### config.mk
export PLATFORM = sky130hd
export DESIGN_NAME = gb5_pos
export DESIGN_NICKNAME = d
export VERILOG_FILES = /design/src/hw/rtl/gaussian_blur_5x5_assert.svh /design/src/hw/rtl/gb5_pkg.sv /design/src/hw/rtl/gb5_pos.sv
export SDC_FILE = /design/constraint.sdc
export NUM_CORES = 1
export LEC_CHECK = 0
export BUFFER_PORTS_ARGS = -buffer_cell sky130_fd_sc_hd__buf_2
export CORE_UTILIZATION = 50
export CTS_CLUSTER_SIZE = 40
export DETAILED_ROUTE_END_ITERATION = 6
export GPL_ROUTABILITY_DRIVEN = 0
export GPL_TIMING_DRIVEN = 0
export PLACE_DENSITY = 0.78
export SLEW_MARGIN = 10
export SYNTH_ARGS = -nofsm -noshare
export SYNTH_HDL_FRONTEND = slang
export SYNTH_SLANG_ARGS = --single-unit
### constraint.sdc
create_clock -name clock -period 3.37 [get_ports clock]
set_clock_uncertainty 0.15 [all_clocks]
set_input_delay 0 -clock clock [delete_from_list [all_inputs] [get_ports clock]]
set_output_delay 0 -clock clock [all_outputs]
set_load 0.005 [all_outputs]
### src/hw/rtl/gaussian_blur_5x5_assert.svh
// Assertion macros shared by the gaussian_blur_5x5 RTL.
`ifndef GAUSSIAN_BLUR_5X5_ASSERT_SVH
`define GAUSSIAN_BLUR_5X5_ASSERT_SVH

// Consequent must hold at the same edge as the antecedent.
`define GB5_ASSERT_SAME(label, clk, rst, ante, cons, msg) \
   label: assert property (@(posedge clk) disable iff (rst) (ante) |-> (cons)) \
      else $error(msg);

// Consequent must hold at the edge after the antecedent.
`define GB5_ASSERT_NEXT(label, clk, rst, ante, cons, msg) \
   label: assert property (@(posedge clk) disable iff (rst) (ante) |=> (cons)) \
      else $error(msg);

`endif

### src/hw/rtl/gb5_pkg.sv
// Shared types, constants and helper functions of the 5x5 Gaussian blur.
`timescale 1ns / 1ps

package gb5_pkg;

   // field widths
   localparam int PIX_W      = 8;
   localparam int POS_W      = 10;
   localparam int SIZE_W     = 11;
   localparam int COEFF_W    = 16;
   localparam int CSR_IDX_W  = 4;
   localparam int CSR_DATA_W = 16;
   localparam int REQ_DATA_W = 8;
   localparam int RSP_DATA_W = 32;
   localparam int RSP_PAD_W  = RSP_DATA_W - PIX_W - 2 * POS_W;

   // window geometry
   localparam int WIN_N     = 5;
   localparam int LINES     = WIN_N - 1;
   localparam int LINE_W    = LINES * PIX_W;
   localparam int BORDER    = 2;
   localparam int WIN_REACH = WIN_N - 1;
   localparam int MIN_SIZE  = 5;
   localparam int SIZE_RESET = 1024;

   // arithmetic widths: a class sums at most eight pixels, six products are added
   localparam int NUM_CLASS = 6;
   localparam int CLS_W     = 3;
   localparam int CSUM_W    = PIX_W + 3;
   localparam int PROD_W    = COEFF_W + CSUM_W;
   localparam int ACC_W     = PROD_W + 3;
   localparam int FRAC_BITS = 16;

   // register indexes
   localparam logic [CSR_IDX_W-1:0] REG_IMAGE_WIDTH      = 4'd0;
   localparam logic [CSR_IDX_W-1:0] REG_IMAGE_HEIGHT     = 4'd1;
   localparam logic [CSR_IDX_W-1:0] REG_COEFF_CORNER     = 4'd2;
   localparam logic [CSR_IDX_W-1:0] REG_COEFF_CENTER     = 4'd7;

   // weight classes, in coefficient register order
   localparam logic [CLS_W-1:0] CLS_CORNER     = 3'd0;
   localparam logic [CLS_W-1:0] CLS_OUTER_SIDE = 3'd1;
   localparam logic [CLS_W-1:0] CLS_OUTER_AXIS = 3'd2;
   localparam logic [CLS_W-1:0] CLS_INNER_DIAG = 3'd3;
   localparam logic [CLS_W-1:0] CLS_INNER_AXIS = 3'd4;
   localparam logic [CLS_W-1:0] CLS_CENTER     = 3'd5;

   typedef logic [NUM_CLASS-1:0][COEFF_W-1:0] coeff_set_type;
   typedef logic [NUM_CLASS-1:0][CSUM_W-1:0]  class_sum_type;

   localparam coeff_set_type COEFF_RESET = {
      16'd16384, 16'd7537, 16'd3408, 16'd721, 16'd328, 16'd33
   };

   // pixel and position info that travels with an item down the pipeline
   typedef struct packed {
      logic [PIX_W-1:0] pixel;
      logic [POS_W-1:0] row;
      logic [POS_W-1:0] col;
      logic             interior;
      logic             border;
   } side_type;

   // one result item
   typedef struct packed {
      logic [PIX_W-1:0] pixel;
      logic [POS_W-1:0] row;
      logic [POS_W-1:0] col;
      logic             filtered;
      logic             last;
   } result_type;

   // stage transfers of the pipeline
   typedef struct packed {
      logic acc;
      logic s1_mv;
      logic s2_mv;
      logic s3_mv;
   } pipe_mv_type;

   // weight class of window tap (dr, dc), both 0..4, center at (2, 2)
   function automatic logic [CLS_W-1:0] weight_class(input logic [2:0] dr,
                                                     input logic [2:0] dc);
      logic [1:0]       ar;
      logic [1:0]       ac;
      logic [CLS_W-1:0] cls;
      ar = (dr > 3'd2) ? 2'(dr - 3'd2) : 2'(3'd2 - dr);
      ac = (dc > 3'd2) ? 2'(dc - 3'd2) : 2'(3'd2 - dc);
      case ({ar, ac})
         4'b0000:          cls = CLS_CENTER;
         4'b0001, 4'b0100: cls = CLS_INNER_AXIS;
         4'b0101:          cls = CLS_INNER_DIAG;
         4'b0010, 4'b1000: cls = CLS_OUTER_AXIS;
         4'b0110, 4'b1001: cls = CLS_OUTER_SIDE;
         default:          cls = CLS_CORNER;
      endcase
      return cls;
   endfunction

endpackage

### src/hw/rtl/gb5_pos.sv
// Row and column counters and the interior and border tests of each item.
`timescale 1ns / 1ps

module gb5_pos import gb5_pkg::*; #(
   parameter int  MAX_WIDTH  = 1024,
   parameter int  MAX_HEIGHT = 1024,
   localparam int WW  = $clog2(MAX_WIDTH + 1),
   localparam int HW  = $clog2(MAX_HEIGHT + 1),
   localparam int CLW = $clog2(MAX_WIDTH)
) (
   input  logic             clock,
   input  logic             reset,
   input  logic             acc,
   input  logic [PIX_W-1:0] pixel,
   input  logic             sof,
   input  logic [WW-1:0]    width_eff,
   input  logic [HW-1:0]    height_eff,
   output side_type         side,
   output logic [CLW-1:0]   col_addr
);

   localparam int RW = $clog2(MAX_HEIGHT);
   localparam int XW = ((WW > HW) ? WW : HW) + 1;

   logic [RW-1:0]  row_ff;
   logic [RW-1:0]  row_in;
   logic [CLW-1:0] col_ff;
   logic [CLW-1:0] col_in;
   logic [XW-1:0]  r_x;
   logic [XW-1:0]  c_x;
   logic [XW-1:0]  w_x;
   logic [XW-1:0]  h_x;
   logic [XW-1:0]  r_nx;
   logic [XW-1:0]  c_nx;

   // position of the offered item and the counters after it
   always_comb begin
      r_x  = sof ? '0 : XW'(row_ff);
      c_x  = sof ? '0 : XW'(col_ff);
      w_x  = XW'(width_eff);
      h_x  = XW'(height_eff);
      r_nx = r_x + XW'(1);
      c_nx = c_x + XW'(1);

      side.pixel    = pixel;
      side.row      = POS_W'(r_x);
      side.col      = POS_W'(c_x);
      side.interior = (r_x >= XW'(WIN_REACH)) && (r_x < h_x) &&
                      (c_x >= XW'(WIN_REACH)) && (c_x < w_x);
      side.border   = (r_x < XW'(BORDER)) || (r_x + XW'(BORDER) >= h_x) ||
                      (c_x < XW'(BORDER)) || (c_x + XW'(BORDER) >= w_x);
      col_addr      = CLW'(c_x);

      if (c_nx >= w_x) begin
         col_in = '0;
         row_in = (r_nx >= h_x) ? '0 : RW'(r_nx);
      end else begin
         col_in = CLW'(c_nx);
         row_in = RW'(r_x);
      end
   end

   always_ff @(posedge clock) begin
      if (reset) begin
         row_ff <= '0;
         col_ff <= '0;
      end else if (acc) begin
         row_ff <= row_in;
         col_ff <= col_in;
      end
   end

endmodule

== After elaboration in Yosys (flattened, before gate mapping) ==
Cells that the tools add are included.

* Register bits after elaboration: 20
* Word-level logic and storage cells: 27
* Output and inout bits: 40
* Input bits: 34

* Multiplexer cells: 5
* $add $sub $neg: 4
* Reduce and logical (&&, ||, !) cells: 6
* $lt $le $gt $ge: 10

{| class="wikitable"
|+ Operators by type and width
! cell !! number
|-
| 10-bit 2-to-1 mux || 5
|-
| 11-bit greater-or-equal comparator || 4
|-
| 10-bit by 1-bit adder with 11-bit output (second input constant) || 2
|-
| 10-bit by 2-bit adder with 11-bit output (second input constant) || 2
|-
| 10-bit by 11-bit less-than comparator with 1-bit output || 2
|-
| 10-bit by 3-bit greater-or-equal comparator with 1-bit output (second input constant) || 2
|-
| 10-bit by 2-bit less-than comparator with 1-bit output (second input constant) || 2
|-
| 1-bit logical AND || 3
|-
| 1-bit logical OR || 3
|}

== Longest topological paths before layout ==
Gate-level depths: netlist of the first run.

* Depth in word-level cells: 6
* Gate-level depth with buffers: 17
* Depth with buffers taken out: 12

== Worst setup path before layout of the first run ==
Ideal clock, no wire load.

* Path type: input -> register
* From: input sof
* To: register row_ff[9]
* Setup slack: -0.139 ns
* Arrival time: 3.239 ns
* Buffers on the path: 4
* Required time: 3.100 ns
* Stages on the path: 16
* Library setup time: 0.120 ns
* Cell sequence: clkbuf_1 > buf_4 > buf_2 > buf_2 > nand2b_1 > inv_1 > ha_1 > and4b_1 > nand4_1 > mux2_2 > ha_1 > nand4_1 > a211oi_1 > a211oi_4 > o2bb2ai_2 > a211o_1

* Elaborated cells on any way between the ends: 8
* Classes of those cells: add/sub (2); order compare (2); mux (4)

{| class="wikitable"
|+ RTL lines
! what !! RTL line !! RTL
|-
| start, declared || gb5_pos.sv:15 || <nowiki>input logic sof,</nowiki>
|-
| 10-bit 2-to-1 mux || gb5_pos.sv:39 || <nowiki>c_x = sof ? '0 : XW'(col_ff);</nowiki>
|-
| via col_addr[1] || gb5_pos.sv:19 || <nowiki>output logic [CLW-1:0] col_addr</nowiki>
|-
| 10-bit by 1-bit adder with 11-bit output || gb5_pos.sv:43 || <nowiki>c_nx = c_x + XW'(1);</nowiki>
|-
| 11-bit greater-or-equal comparator || gb5_pos.sv:54 || <nowiki>if (c_nx >= w_x) begin</nowiki>
|-
| 10-bit 2-to-1 mux || gb5_pos.sv:54 ||
|-
| end signal, assigned || gb5_pos.sv:68 || <nowiki>row_ff <= row_in;</nowiki>
|-
| end, declared || gb5_pos.sv:25 || <nowiki>logic [RW-1:0] row_ff;</nowiki>
|}

The timed path passes the listed nets, and every way through them passes these cells.
A chain may end at the register's enable or synchronous reset.

== Worst setup path after layout of the first run ==
* From: register col_ff[2]
* To: register row_ff[9]

* Word-level cells in the longest chain between the ends: 4

{| class="wikitable"
|+ Ends and longest elaborated chain
! what !! RTL line !! RTL
|-
| start, declared || gb5_pos.sv:27 || <nowiki>logic [CLW-1:0] col_ff;</nowiki>
|-
| start signal, assigned || gb5_pos.sv:69 || <nowiki>col_ff <= col_in;</nowiki>
|-
| 10-bit 2-to-1 mux || gb5_pos.sv:39 ||
|-
| 10-bit by 1-bit adder with 11-bit output || gb5_pos.sv:43 ||
|-
| 11-bit greater-or-equal comparator || gb5_pos.sv:54 ||
|-
| 10-bit 2-to-1 mux || gb5_pos.sv:54 ||
|}

Every way passes these cells.

==> results of run 1 <==
[final cells by class]
cell class / instances / area, sq um
clock buffers: 4 / 55.05
repair buffers: 77 / 425.4
well taps: 75 / 93.84
fillers: 495 / 2147
flip-flops and latches: 20 / 411.6
inverters: 38 / 142.6
multi-input cells: 320 / 2507
plain buffers: 28 / 207.7
[state kept, by name, indices dropped and copies added, names as in the netlist]
| register | count |
|---|---|
| col_ff | 10 |
| row_ff | 10 |
[power by group]
group / switching [mW] / internal, mW
sequential: 0.00499 / 0.238
combinational: 0.0843 / 0.0695
clock: 0.0784 / 0.104
total: 0.168 / 0.411
[cell families (layout without fill, tap and decap cells)]
logic type	count (synthesis)	count (layout)
xor+xnor	24	24
flops	20	20
buf+inv	68	147
compound gates	79	80
fa+ha+maj	64	64
simple gates	150	150
mux	2	2
[worst max-delay path, delay by kind of cell, from the launching register on]
family                     cells  cell delay (ns)
AOI/OAI and AO/OA              4             0.76
adders and majority gates      2             0.47
buffers and inverters          1             0.22
DFF                            1             0.37
muxes                          1             0.33
and+or+nand+nor                4             0.82
[worst max-delay path by stage]
stage | startpoint | slack (ns) | depth (start not counted) | endpoint
2_1_floorplan | sof | 0.04 | 16 | row_ff[9]
3_3_place_gp | sof | -0.86 | 17 | row_ff[2]
3_5_place_dp | sof | -0.88 | 17 | row_ff[4]
4_1_cts | sof | 0.01 | 16 | row_ff[9]
5_1_grt | col_ff[2] | -0.02 | 12 | row_ff[7]
6_report | col_ff[2] | 0.12 | 12 | row_ff[9]
[synthesized netlist by cell type, drive strengths merged, types with 2 or more instances]
master   instances  share of area [%]
o2111ai          2               0.56
nor3b            2               0.48
and2             2               0.40
nor2            25                3.0
o31ai            3               0.72
a211o            3               0.83
a211oi           3                1.1
inv             38                4.5
nand2           22                2.6
or3              2               0.40
a21o             6                1.4
and3b            4                1.1
o2bb2ai          8                2.4
xor2            10                2.8
nor2b           18                3.7
o21a             2               0.48
nor3             5               0.79
nand2b          14                2.8
nand4b           5                1.4
nor4             7                1.4
nand3           22                3.5
xnor2           14                3.9
a311oi           2               0.56
dfxtp           20                 13
buf             27                6.1
ha              64                 25
clkbuf           3               0.36
nand4            9                1.8
a21oi           29                4.6
or2              3               0.60
mux2             2               0.72
nand3b           2               0.48
and3             5               0.99
o21ai           11                1.7
[metal layers]
layer / up-vias / GRT usage, % / routed length, microns
met5: - / 0 / 0
met4: 0 / 6.250 / 141
met1: 1493 / 34.94 / 3821
met3: 18 / 4.382 / 652
li1: 1601 / - / -
met2: 155 / 42.00 / 3641
[repair_timing]
action                                  4_1_cts  5_1_grt
setup buffers                                 3        8
cloned                                        1        0
hold buffers                                  2        0
hold endpoints to repair                      6        0
pin swaps                                     3        6
gates resized for setup                      21       14
endpoints found under the setup margin       21       20
[metrics by stage]
stage | TNS, ns | power [mW] | util [%]
2_1_floorplan | 0 | 0.3415 | -
3_3_place_gp | -16.13 | 0.3868 | 59.57
3_5_place_dp | -16.40 | 0.3909 | 59.57
4_1_cts | 0 | 0.5799 | 62.59
5_1_grt | -0.08091 | 0.6124 | 64.16
6_report | 0 | 0.5790 | 64.16
==> flow_summary.yaml, run 1 <==
status:
  status: "finished, final reports clean"
place:
  post_dp_cell_area_sq_um: 3568
  place.port_buffers: 64
  place_inst: 546
  dp_hpwl_microns: 6673
  post-place-ws_ns: -0.8773
floorplanning:
  io-pin-count: 74
  design.die.area_sq_um: 6617
  die_y_microns: 81.35
  core-area_sq_um: 5991
  die_w_microns: 81.35
  rows: 28
  start_util_pct: 52.55
global_routing:
  antenna_found_initial: 0
  grt_remaining_overflow: 0
  grt_use_total_pct: 25.80
  grt_pass1_vias: 2882
  grt_pass1_wl_microns: 13290
  grt_max_degree: 14
sta:
  min_period_over_period_pct: 96.31
  slew_headroom_pct: 56.63
  drv_slew: 0
  holdWs_ns: 0.01461
  grt_setup_unrepaired: "true"
  max_slew.worst_pin.slew_ns: 0.6492
  setup_violations: 0
  period_needed_ns: 3.246
  fin_ws_ns: 0.1244
  fmax_ghz: 0.3081
  hold_violations: 0
routing:
  postRouteAntennaNets: 0
  wire_per_inst_microns: 14.69
  num_vias: 3267
  drt_iter0_markers: 199
  drt-total-wl_microns: 8257
  drt_pass1_iterations: 5
  viasPerCell: 5.813
  drc: 0
worst_hold_path:
  min_to: "side[28]"
  hold_path_depth: 2
  min_from: "pixel[6]"
  hold_class: "in2out"
logic_synthesis:
  synth_area_per_cell_sq_um: 7.735
  syn_nets: 505
  ys_types: 52
  synth_ff_type: "dfxtp_1"
  yosysSeqAreaShare_pct: 12.72
  synth_compound_area_share_pct: 17.25
  yosys_warnings: 0
  synth_xor_area_share_pct: 6.677
  synth_top_family_by_area: "simple AND/OR/NAND/NOR gates"
  ys_async_sr_fraction_pct: 0
  synth_fa_ha_area_share_pct: 25.44
  syn-cell-area_sq_um: 3148
  synth_mux_area_share_pct: 0.7154
  ys_ff_latch: 20
  syn_inst: 407
  synth-edff-count: 0
  synth_simple_gate_area_share_pct: 26.23
cells_and_area:
  layout_common_cells: "67 x buf_2, 62 x ha_1, 36 x inv_1"
  final_cells: 562
  fin_area_sq_um: 3844
  diodes: 0
  syn2layout_area_growth_pct: 22.10
  drive_above_1_share_pct: 27.10
  fin_nets: 586
  mostFrequentLayoutCell: "buf_2"
setup_path:
  arrival_ns: 3.24
  crit_slowest_cell: "dfxtp_4"
  max_stage_delay_ns: 0.37
  critPathCaptureType: "flop"
  critPathMostFrequentCell: "nand4_1"
  path_class: "reg2reg"
  cp_cell_sequence: "nor2b_4 > ha_4 > and4b_2 > nand4_1 > mux2_4 > ha_1 > nand4_1 > buf_4 > a21oi_4 > a211oi_4 > o2bb2ai_4 > a211o_1"
  r2r-start: "col_ff[2]"
  required_ns: 3.37
  worstPathMaxFanout: 8
  reg2reg_to: "row_ff[9]"
  startpoint_type: "flop"
  ff2ff_setup_slack_ns: 0.12
  reg2regPathDepth: 12
power_and_ir_drop:
  ir_worst_vdd_mv: 0.1493
  power_density_nw_per_um2: 150.6
  p_leak_nw: 2.040
cts:
  cts_max_level: 1
  cts.reportedPaths.clkPinSlew_ns: 0.08
  cts_buffer_depth: 2
  cts.sinks: 20
  worstSkewPairLatency_ns: 0.26
  cts_made_buffers: 3
  clockRootBuffer: "clkbuf_8"
  cts_tree: "done"
job:
  drv_cap: 0
(Power assumes the default switching activity.)
==> run 2, diff against run 1 <==
--- a/config.mk
+++ b/config.mk
@@ -6,12 +6,12 @@
 export NUM_CORES = 1
 export LEC_CHECK = 0
 export BUFFER_PORTS_ARGS = -buffer_cell sky130_fd_sc_hd__buf_2
-export CORE_UTILIZATION = 50
+export CORE_UTILIZATION = 60
 export CTS_CLUSTER_SIZE = 40
 export DETAILED_ROUTE_END_ITERATION = 6
 export GPL_ROUTABILITY_DRIVEN = 0
 export GPL_TIMING_DRIVEN = 0
-export PLACE_DENSITY = 0.78
+export PLACE_DENSITY = 0.88
 export SLEW_MARGIN = 10
 export SYNTH_ARGS = -nofsm -noshare
 export SYNTH_HDL_FRONTEND = slang
==> constraint.sdc (replaced) <==
create_clock -name clock -period 3.8 [get_ports clock]
set_clock_uncertainty 0.15 [all_clocks]
set_input_delay 0 -clock clock [delete_from_list [all_inputs] [get_ports clock]]
set_output_delay 0 -clock clock [all_outputs]
set_load 0.005 [all_outputs]
==> run 2 against run 1 <==
Against the previous run: critical path depth rose by 5; clock power grew 16%; non-clock buffer count fell by 8; utilization up 12 points; sequential share of layout area rose by 0.083 points; wire length rose by 8.1%; via count up 1.7%; setup slack got worse by 0.091 ns; combinational power decreased by 12%; worst hold slack hardly changed; sequential cell count is the same.
==> flow_summary.yaml, run 2 (synthesized netlist as in run 1, its figures left out) <==
cells_and_area:
  diodes: 0
  fin_nets: 578
  fin_area_sq_um: 3710
  largest_registers: "col_ff x10, row_ff x10"
  mostFrequentLayoutCell: "buf_2"
  layout_common_cells: "67 x buf_2, 64 x ha_1, 38 x inv_1"
  syn2layout_area_growth_pct: 17.85
  final_cells: 546
  drive_above_1_share_pct: 23.80
  fillers: 376
setup_path:
  max_stage_delay_ns: 0.34
  startpoint_type: "input port"
  required_ns: 3.81
  critPathMostFrequentCell: "buf_4"
  crit_slowest_cell: "mux2_2"
  reg2regPathDepth: 13
  critPathCaptureType: "flop"
  arrival_ns: 3.77
  path_class: "in2reg"
  cp_cell_sequence: "clkbuf_4 > buf_6 > buf_4 > buf_4 > nand2b_2 > inv_1 > ha_1 > and4b_2 > nand4_1 > mux2_2 > ha_1 > nand4_1 > a211oi_4 > buf_4 > a211oi_2 > nand4b_1 > a311oi_1"
  worstPathMaxFanout: 13
power_and_ir_drop:
  power_uw: 563.4
  p_leak_nw: 1.988
  internal_power_uw: 411.7
  ir_worst_vdd_mv: 0.2881
  combPwrFrac_pct: 24.1
  clockPowerShare_pct: 37.4
  switchingPower_uw: 151.7
  swShare_pct: 26.92
  power_density_nw_per_um2: 151.9
  p_seq_share_pct: 38.5
place:
  place_inst: 538
  post_dp_cell_area_sq_um: 3552
  place.port_buffers: 64
  dp_hpwl_microns: 6809
sta:
  fmax_ghz: 0.2655
  drv_slew: 0
  slew_headroom_pct: 63.65
  hold_violations: 0
  max_slew.worst_pin.slew_ns: 0.5416
  min_period_over_period_pct: 99.11
  period_needed_ns: 3.766
  setup_violations: 0
routing:
  drc: 0
  drt_iter0_markers: 340
  viasPerCell: 6.082
  drt-total-wl_microns: 8923
  postRouteAntennaNets: 0
  wire_per_inst_microns: 16.34
  drt_pass1_iterations: 5
  num_vias: 3321
status:
  status: "finished, final reports clean"
worst_hold_path:
  hold_path_depth: 2
  hold_class: "in2out"
floorplanning:
  core-area_sq_um: 4880
  die_w_microns: 74.44
  design.die.area_sq_um: 5541
  die_y_microns: 74.44
  io-pin-count: 74
  start_util_pct: 64.51
  rows: 25
cts:
  cts_buffer_depth: 2
  cts.sinks: 20
  worstSkewPairLatency_ns: 0.26
  cts_max_level: 1
  cts.reportedPaths.clkPinSlew_ns: 0.07
  cts_tree: "done"
  clockRootBuffer: "clkbuf_8"
  cts_made_buffers: 3
global_routing:
  antenna_found_initial: 0
  grt_remaining_overflow: 0
  grt_pass1_vias: 3026
  grt_max_degree: 14
  grt_use_total_pct: 32.84
  grt_pass1_wl_microns: 14000
job:
  drv_cap: 0
## run 2: changes by cell type in the layout (fill, tap and decap cells not counted), sizes merged
| cell | previous run | this run |
|---|---|---|
| buf | 101 | 92 |
| bufinv | 0 | 1 |
## run 2: layer usage
layer / up-vias / track usage, % / wire length (microns)
li1: 1578 / - / -
met1: 1520 / 43.37 / 3771
met2: 185 / 53.75 / 4075
met3: 38 / 5.149 / 767
met4: 0 / 12.37 / 310
met5: - / 0 / 0
## run 2: final timing paths
kind             start  slack (ns)        end
min reg2reg  col_ff[8]        0.36  col_ff[8]
max                sof        0.03  row_ff[6]
min           pixel[3]        0.01   side[25]
max reg2reg  col_ff[1]        0.06  row_ff[6]
## run 2: final cells by class
type	instances	area (sq um)	area share, %
Multi-Input combinational cell	320	2446	65.94
Sequential cell	20	400.4	10.79
Tap cell	67	83.83	2.260
Clock inverter	1	30.03	0.8094
Inverter	38	142.6	3.845
Clock buffer	3	41.29	1.113
Timing Repair Buffer	68	357.8	9.646
Buffer	29	207.7	5.599
## run 2: critical path: cells and delay by family
kind	cells	cell delay [ns]
simple gates	5	1.09
compound gates	3	0.67
mux	1	0.34
buf+inv	6	1.07
fa+ha+maj	2	0.57
## run 2: metrics by stage
| stage | TNS [ns] | setup slack (ns) | hold WS, ns | utilization [%] |
|---|---|---|---|---|
| after floorplan | 0 | 0.2913 | -0.07786 | - |
| after global placement | -10.10 | -0.6336 | 0.01625 | 72.79 |
| after detailed placement | -10.84 | -0.7139 | 0.01594 | 72.79 |
| after CTS | 0 | 0.02485 | 0.01573 | 75.49 |
| after global routing | -0.1517 | -0.05675 | 0.02188 | 76.03 |
| final | 0 | 0.03388 | 0.01481 | 76.03 |
## run 2: power by group through the flow
stage	clock (mW)	sequential, mW	combinational (mW)
final	0.211	0.217	0.136
after global placement	0	0.220	0.121
after CTS	0.210	0.216	0.132
after detailed placement	0	0.221	0.127
after global routing	0.227	0.217	0.151
after floorplan	0	0.219	0.0835
## run 2: what timing repair did
action / CTS / global route
pin swaps: 2 / 2
setup buffers: 1 / 1
gates cloned: 1 / 0
resized for setup: 7 / 6
hold endpoints to repair: 6 / 0
setup endpoints to repair: 20 / 13
hold buffers: 2 / 0
